--- config.mk ---
export PLATFORM = sky130hd
export DESIGN_NAME = gyro_turn_pid_controller_unit
export DESIGN_NICKNAME = d
export VERILOG_FILES = /design/src/sv/gtp_pkg.sv /design/src/sv/gtp_cfg_regs.sv /design/src/sv/gtp_step.sv /design/src/sv/gyro_turn_pid_controller_unit.sv
export VERILOG_INCLUDE_DIRS = /design/src /design/src/sv
export SDC_FILE = /design/constraint.sdc
export NUM_CORES = 2
export LEC_CHECK = 0
export ABC_CLOCK_PERIOD_IN_PS = 26100
export BUFFER_PORTS_ARGS = -buffer_cell sky130_fd_sc_hd__buf_2
export CAP_MARGIN = 5
export CORE_MARGIN = 2
export CORE_UTILIZATION = 67
export DETAILED_ROUTE_END_ITERATION = 6
export PLACE_DENSITY = 0.84
export SLEW_MARGIN = 20
export SYNTH_ARGS = -nofsm -noshare
export SYNTH_HDL_FRONTEND = slang
export SYNTH_SLANG_ARGS = --single-unit
--- constraint.sdc ---
create_clock -name clk -period 26.1 [get_ports clk]
set_input_delay 2.61 -clock clk [delete_from_list [all_inputs] [get_ports clk]]
set_output_delay 2.61 -clock clk [all_outputs]
set_load 0.005 [all_outputs]
--- src/sv/assert_macros.svh ---
// Assertion helpers used by the top-level RTL file.
`ifndef ASSERT_MACROS_SVH
`define ASSERT_MACROS_SVH

// Check a property on every rising clk edge outside reset.
`define GTP_ASSERT(lbl, prop, msg) \
  lbl: assert property (@(posedge clk) disable iff (rst) (prop)) else $error(msg);

// Check a property on every rising clk edge, reset included.
`define GTP_ASSERT_ALWAYS(lbl, prop, msg) \
  lbl: assert property (@(posedge clk) (prop)) else $error(msg);

`endif

--- src/sv/gtp_pkg.sv ---
`timescale 1ns / 1ps

package gtp_pkg;

  // Register indexes on the configuration port
  typedef enum logic [2:0] {
    REG_TARGET_ANGLE = 3'd0,
    REG_PROP_GAIN    = 3'd1,
    REG_INTEG_GAIN   = 3'd2,
    REG_DERIV_GAIN   = 3'd3,
    REG_SETTLE_BAND  = 3'd4,
    REG_SLOW_LIMIT   = 3'd5
  } gtp_reg_t;

  localparam int unsigned CFG_INDEX_W = 3;
  localparam int unsigned CFG_DATA_W  = 16;

  // Reset values of the registers (gains are Q8.8)
  localparam logic signed [15:0] TARGET_ANGLE_RST = 16'sd0;
  localparam logic [15:0]        PROP_GAIN_RST    = 16'd90;
  localparam logic [15:0]        INTEG_GAIN_RST   = 16'd256;
  localparam logic [15:0]        DERIV_GAIN_RST   = 16'd384;
  localparam logic [14:0]        SETTLE_BAND_RST  = 15'd10;
  localparam logic signed [15:0] SLOW_LIMIT_RST   = 16'sd10;

  localparam logic [6:0]  DRIVE_MAX    = 7'd127;
  localparam logic [15:0] INTEG_MAX    = 16'hFFFF;

  typedef struct packed {
    logic signed [15:0] angle_sample;
    logic               first_sample;
  } gtp_in_t;

  typedef struct packed {
    logic signed [7:0] left_drive;
    logic signed [7:0] right_drive;
    logic              done_res;
  } gtp_out_t;

  typedef struct packed {
    logic signed [15:0] target_angle;
    logic [15:0]        prop_gain;
    logic [15:0]        integ_gain;
    logic [15:0]        deriv_gain;
    logic [14:0]        settle_band;
    logic signed [15:0] slow_limit;
  } gtp_cfg_t;

  typedef struct packed {
    logic signed [15:0] last_angle;
    logic [15:0]        integral_count;
    logic               finished;
  } gtp_state_t;

endpackage

--- src/sv/gtp_cfg_regs.sv ---
`timescale 1ns / 1ps

module gtp_cfg_regs (
  input  logic                           clk,
  input  logic                           rst,
  input  logic                           cfg_valid,
  input  logic                           cfg_ready,
  input  logic [gtp_pkg::CFG_INDEX_W-1:0] cfg_index,
  input  logic [gtp_pkg::CFG_DATA_W-1:0]  cfg_data,
  output gtp_pkg::gtp_cfg_t              cfg
);
  import gtp_pkg::*;

  // Decode the index and load the addressed register
  always_ff @(posedge clk) begin
    if (rst) begin
      cfg.target_angle <= TARGET_ANGLE_RST;
      cfg.prop_gain    <= PROP_GAIN_RST;
      cfg.integ_gain   <= INTEG_GAIN_RST;
      cfg.deriv_gain   <= DERIV_GAIN_RST;
      cfg.settle_band  <= SETTLE_BAND_RST;
      cfg.slow_limit   <= SLOW_LIMIT_RST;
    end else if (cfg_valid && cfg_ready) begin
      unique case (cfg_index)
        REG_TARGET_ANGLE: cfg.target_angle <= $signed(cfg_data);
        REG_PROP_GAIN:    cfg.prop_gain    <= cfg_data;
        REG_INTEG_GAIN:   cfg.integ_gain   <= cfg_data;
        REG_DERIV_GAIN:   cfg.deriv_gain   <= cfg_data;
        REG_SETTLE_BAND:  cfg.settle_band  <= cfg_data[14:0];
        REG_SLOW_LIMIT:   cfg.slow_limit   <= $signed(cfg_data);
        default: ;
      endcase
    end
  end

endmodule

--- src/sv/gtp_step.sv ---
`timescale 1ns / 1ps

module gtp_step (
  input  gtp_pkg::gtp_cfg_t   cfg,
  input  gtp_pkg::gtp_in_t    word,
  input  gtp_pkg::gtp_state_t cur,
  output gtp_pkg::gtp_state_t nxt,
  output gtp_pkg::gtp_out_t   res
);
  import gtp_pkg::*;

  logic               idle;
  logic signed [15:0] prev_angle;
  logic [15:0]        integ_base;
  logic signed [16:0] err;
  logic signed [16:0] vel;
  logic               grow;
  logic [15:0]        integ_new;
  logic signed [33:0] p_err;
  logic [31:0]        p_int;
  logic signed [33:0] p_vel;
  logic [35:0]        acc;
  logic [35:0]        mag;
  logic [6:0]         drive_mag;
  logic [7:0]         drive;
  logic [16:0]        aerr;
  logic               settled;

  // A first word restarts the move from a cleared history
  assign idle       = !word.first_sample && cur.finished;
  assign prev_angle = word.first_sample ? 16'sd0 : cur.last_angle;
  assign integ_base = word.first_sample ? 16'd0 : cur.integral_count;

  // Error and velocity, one bit wider than the operands
  assign err = {cfg.target_angle[15], cfg.target_angle}
             - {word.angle_sample[15], word.angle_sample};
  assign vel = {word.angle_sample[15], word.angle_sample}
             - {prev_angle[15], prev_angle};

  // Count up while slow and short of target, holding at INTEG_MAX; clear otherwise
  assign grow = (vel < $signed({cfg.slow_limit[15], cfg.slow_limit})) && (err > 17'sd0);
  always_comb begin
    if (!grow)
      integ_new = 16'd0;
    else if (integ_base == INTEG_MAX)
      integ_new = integ_base;
    else
      integ_new = integ_base + 16'd1;
  end

  // Three gain products, summed with the velocity term subtracted
  assign p_err = err * $signed({1'b0, cfg.prop_gain});
  assign p_int = integ_new * cfg.integ_gain;
  assign p_vel = vel * $signed({1'b0, cfg.deriv_gain});
  assign acc   = {{2{p_err[33]}}, p_err} + {4'd0, p_int} - {{2{p_vel[33]}}, p_vel};

  // Shift the magnitude, saturate, then restore the sign
  assign mag       = acc[35] ? (36'd0 - acc) : acc;
  assign drive_mag = (|mag[35:15]) ? DRIVE_MAX : mag[14:8];
  assign drive     = acc[35] ? (8'd0 - {1'b0, drive_mag}) : {1'b0, drive_mag};

  // Settled once the error is within the band
  assign aerr    = err[16] ? (17'd0 - err) : err;
  assign settled = aerr <= {2'd0, cfg.settle_band};

  // Finished moves hold state and give zero drive
  always_comb begin
    if (idle) begin
      nxt             = cur;
      res.left_drive  = 8'sd0;
      res.right_drive = 8'sd0;
      res.done_res    = 1'b1;
    end else begin
      nxt.last_angle     = word.angle_sample;
      nxt.integral_count = integ_new;
      nxt.finished       = settled;
      res.left_drive     = $signed(drive);
      res.right_drive    = $signed(8'd0 - drive);
      res.done_res       = settled;
    end
  end

endmodule

--- src/sv/gyro_turn_pid_controller_unit.sv ---
`timescale 1ns / 1ps

// Gyro turn PID controller: takes one angle word per cycle and returns one
// drive word for it through the input register, then the result register,
// sustaining one word per cycle while the output side does not stall. The
// rate is set by the state update: error, velocity, integral count and the
// three Q8.8 gain products with their sum are worked out in one pass between
// the input and result registers. Configuration writes are taken at once
// (cfg_ready is always high) and should be made while idle.

module gyro_turn_pid_controller_unit (
  input  logic                            clk,
  input  logic                            rst,
  input  logic                            in_valid,
  output logic                            in_stall,
  input  gtp_pkg::gtp_in_t                in_data,
  output logic                            out_valid,
  input  logic                            out_stall,
  output gtp_pkg::gtp_out_t               out_data,
  input  logic                            cfg_valid,
  output logic                            cfg_ready,
  input  logic [gtp_pkg::CFG_INDEX_W-1:0] cfg_index,
  input  logic [gtp_pkg::CFG_DATA_W-1:0]  cfg_data
);
  import gtp_pkg::*;

  `include "assert_macros.svh"

  gtp_cfg_t   cfg;
  gtp_state_t state;
  gtp_state_t state_next;
  gtp_out_t   res_next;
  gtp_in_t    in_q;
  logic       in_q_valid;
  logic       advance;

  assign cfg_ready = 1'b1;

  gtp_cfg_regs u_cfg (
    .clk       (clk),
    .rst       (rst),
    .cfg_valid (cfg_valid),
    .cfg_ready (cfg_ready),
    .cfg_index (cfg_index),
    .cfg_data  (cfg_data),
    .cfg       (cfg)
  );

  gtp_step u_step (
    .cfg  (cfg),
    .word (in_q),
    .cur  (state),
    .nxt  (state_next),
    .res  (res_next)
  );

  // Advance when the result register is free or being drained
  assign advance  = !out_valid || !out_stall;
  assign in_stall = in_q_valid && !advance;

  // Input register
  always_ff @(posedge clk) begin
    if (rst) begin
      in_q_valid <= 1'b0;
    end else if (!in_stall) begin
      in_q_valid <= in_valid;
    end
  end

  always_ff @(posedge clk) begin
    if (in_valid && !in_stall) begin
      in_q <= in_data;
    end
  end

  // Controller state, updated as each word moves to the result register
  always_ff @(posedge clk) begin
    if (rst) begin
      state.last_angle     <= 16'sd0;
      state.integral_count <= 16'd0;
      state.finished       <= 1'b1;
    end else if (in_q_valid && advance) begin
      state <= state_next;
    end
  end

  // Result register
  always_ff @(posedge clk) begin
    if (rst) begin
      out_valid <= 1'b0;
    end else if (advance) begin
      out_valid <= in_q_valid;
    end
  end

  always_ff @(posedge clk) begin
    if (in_q_valid && advance) begin
      out_data <= res_next;
    end
  end

  `GTP_ASSERT(a_sides_mirror, out_valid |-> (out_data.right_drive == -out_data.left_drive), "right drive is not the negation of left")
  `GTP_ASSERT(a_drive_range, out_valid |-> (out_data.left_drive != -8'sd128), "left drive outside saturation range")
  `GTP_ASSERT(a_done_tracks_state, out_valid |-> (out_data.done_res == state.finished), "done flag disagrees with finished state")
  `GTP_ASSERT(a_held_word_kept, (in_q_valid && !advance) |=> (in_q_valid && $stable(in_q)), "held input word lost or changed")

endmodule

==> out/results.tsv <==
stage	metric	value	unit
routing	drt_iter0_drc	2685	
routing	drt-pass1-iter-count	6	
synthesis	yosys_warnings	0	
final_layout	area_growth	4.446	%
die	rows	91	
grt	antenna_found_initial	1	
setup_path	critPathRequiredTime	26.32	ns
synthesis	synth_top_area_frac	0.3821	
grt	grt_pass1_wl	180.4	mm
synthesis	ys_types	101	
setup_path	path_common_cell	fa_1	
synthesis	synth_nets	6133	
routing	avgRoutedWirePerCell	19.10	um
timing	fmax	46.62	MHz
synthesis	synth_area	42070	sq um
clocking	post_cts_buffers	0	
routing	drc_errors	0	
routing	avgViaCountPerCell	5.823	
synthesis	postSynthCellCount	4904	
routing	postRouteAntennaNets	0	
grt	grt_pass1_vias	35480	
die	io_pins	61	
final_layout	fill_cells	4684	
place	dp_hpwl	86.91	mm
clocking	clockBufferDepth	2	
setup_path	r2r_cells	83	
clocking	insertion_delay	0.46	ns
timing	slew-limit-headroom	0.2503	
clocking	cts.sinks	163	
die	initial_utilization	0.6792	
place	io_buffers	59	
timing	clock_skew	0.01630	ns
clocking	ctsHtreeMaxLevel	4	
synthesis	synthFlopType	dfxtp_1	
timing	layout_setup_ws	4.651	ns
grt	grt_start_max_net_pins	106	
synthesis	syn_avg_cell_area	8.579	sq um
clocking	clock-root-buffer	clkbuf_16	
setup_path	crit_path_max_incr_delay	0.57	ns
grt	grt_overflow	0	
synthesis	synth_area_leader_cell	fa_1	
synthesis	yosysSeqAreaShare	0.08542	
run_status	outcome	complete, no violations	
min_path	min_path_type	flip-flop to flip-flop	
final_layout	diodes	0	
setup_path	crit_arrival	21.67	ns
clocking	clkTransAtPathRegs	0.08	ns
setup_path	cp_slowest_cell	a2111oi_0	
timing	timing.final.crit_share	0.8218	
timing	fin_tns_setup	0	ns
routing	routed_wl	109.2	mm
setup_path	r2r_start	in_q[0]	
setup_path	cp-start-kind	flip-flop	
setup_path	endpoint_kind	flip-flop	
timing	period_minus_slack	21.45	ns
die	coreArea	61940	sq um
die	die_h	254.6	um
synthesis	ys_async_sr_fraction	0	
clocking	tritoncts	done	
die	die_area	64810	sq um
place	pre_cts_ws	4.885	ns
setup_path	path_max_fanout	37	
final_layout	fin_nets	6096	
min_path	min_from	u_cfg.cfg[25]	
die	die_w	254.6	um
min_path	hold-path-endpoint	u_cfg.cfg[25]	
job	drv_cap	0	
clocking	ctsHoldBuffers	0	
clocking	cts_buffers	17	
grt	track_usage	0.3565	
min_path	hold-path-cell-count	2	
clocking	cts_resized	0	
synthesis	synth_area_leaders	fa_1, ha_1, inv_1, nand2_1, dfxtp_1	
setup_path	critPathLaunch	in_q[0]	
setup_path	critPathKind	flip-flop to flip-flop	
timing	hold_viol	0	
synthesis	synth_edf_count	33	
timing	rsz0062_at_grt	no	
final_layout	layout-drive-gt1-share	0.04980	
timing	setup_viol	0	
timing	finalMaxSlewViolations	0	
routing	vias	33290	
synthesis	ys_ff_latch	163	
setup_path	rrSetupSlack	4.65	ns
setup_path	timing.rr.end	out_data[8]	
timing	hold-worst-slack	0.4570	ns
place	place_congestion	0.9708	
timing	worst_slew_pin_slew	1.125	ns
[logic make-up (layout without fill, tap and decap cells)]
kind of cell / after synthesis / after routing / synth area share
flip-flops: 163 / 163 / 0.08542
other: 1 / 1 / 0.00008914
AO/OA/AOI/OAI: 549 / 549 / 0.08304
multiplexers: 15 / 15 / 0.003777
XOR/XNOR: 165 / 165 / 0.03480
AND/OR/NAND/NOR: 1648 / 1648 / 0.1905
buffers and inverters: 1175 / 1151 / 0.1058
adder cells (fa/ha/maj): 1188 / 1188 / 0.4966
[per-layer routing]
layer | vias up | global-route usage | part of all wire
met3 | 326 | 0.09083 | 0.11
met2 | 1615 | 0.5794 | 0.46
met1 | 16372 | 0.4603 | 0.39
met5 | - | 0 | 0
li1 | 14977 | - | -
met4 | 0 | 0.1393 | 0.043
[worst max-delay path by stage]
| stage | endpoint | slack [ns] |
|---|---|---|
| 3_5_place_dp | out_data[8] | 4.88 |
| 6_report | out_data[8] | 4.65 |
| 2_1_floorplan | out_data[8] | 5.42 |
| 3_3_place_gp | out_data[8] | 5.36 |
| 4_1_cts | out_data[8] | 4.80 |
| 5_1_grt | out_data[8] | 3.02 |
[Yosys cell counts (all sizes together) (8+ instances only)]
library cell	n
dfxtp	130
or3	12
o211ai	11
xnor2	107
clkbuf	165
o31a	9
buf	25
a21o	35
o21bai	21
nor2	152
o21a	30
nand3b	14
and3	24
nand3	44
nand4	20
fa	803
xor2	58
inv	985
nor4	21
nor3	63
or2	10
nand2b	56
o21ai	84
a211oi	18
nor2b	97
edfxtp	33
mux2i	11
and2	332
a31oi	20
nand2	781
a21oi	236
a211o	8
a21boi	18
ha	385
[per-stage QoR]
stage / cell area (sq um) / util / instances
CTS: 43930 / 0.7092 / 5716
global route: 43940 / 0.7094 / 5717
floorplan: 42070 / - / 4904
detailed placement: 43360 / 0.7000 / 5684
finish: 43940 / 0.7094 / 5717
global placement: 43350 / 0.6999 / 5684
[cell type report]
cell class              instances  area, sq um  share of cell area
flip-flops and latches        163         3593             0.08178
clock inverters                14        140.1            0.003189
repair buffers                134        860.8             0.01959
multi-input cells            3566        34170              0.7777
inverters                     985         3697             0.08414
clock buffers                  18        429.2            0.009767
well taps                     837         1047             0.02383
[registers in the layout (all words and copies together), names as in the netlist]
register / cells
out_valid: 1
in_q: 17
out_data: 16
u_cfg.cfg: 95
in_q_valid: 1
state: 33
[cells in the final DEF, fill, tap and decap left out, types with 34 or more instances in the layout]
master / count
buf_4: 76
and2_1: 331
o21ai_0: 74
buf_2: 58
nor3_1: 59
fa_1: 803
ha_1: 385
xnor2_1: 103
dfxtp_1: 130
a21oi_1: 235
nor2b_1: 96
nor2_1: 142
inv_1: 985
nand2_1: 780
xor2_1: 56
nand3_1: 43
a21o_1: 34
nand2b_1: 56
[worst max-delay path: cells and delay by family, from the launching register on]
kind	cells	cell delay (ns)
compound gates	34	7.35
xor+xnor	4	0.80
fa+ha+maj	17	7.46
buf+inv	9	1.32
flops	1	0.36
mux	1	0.32
simple gates	18	3.54
Power is left out: the tool's default activity adds up to more than one toggle a clock period on the data nets, which glitch-free logic cannot reach.
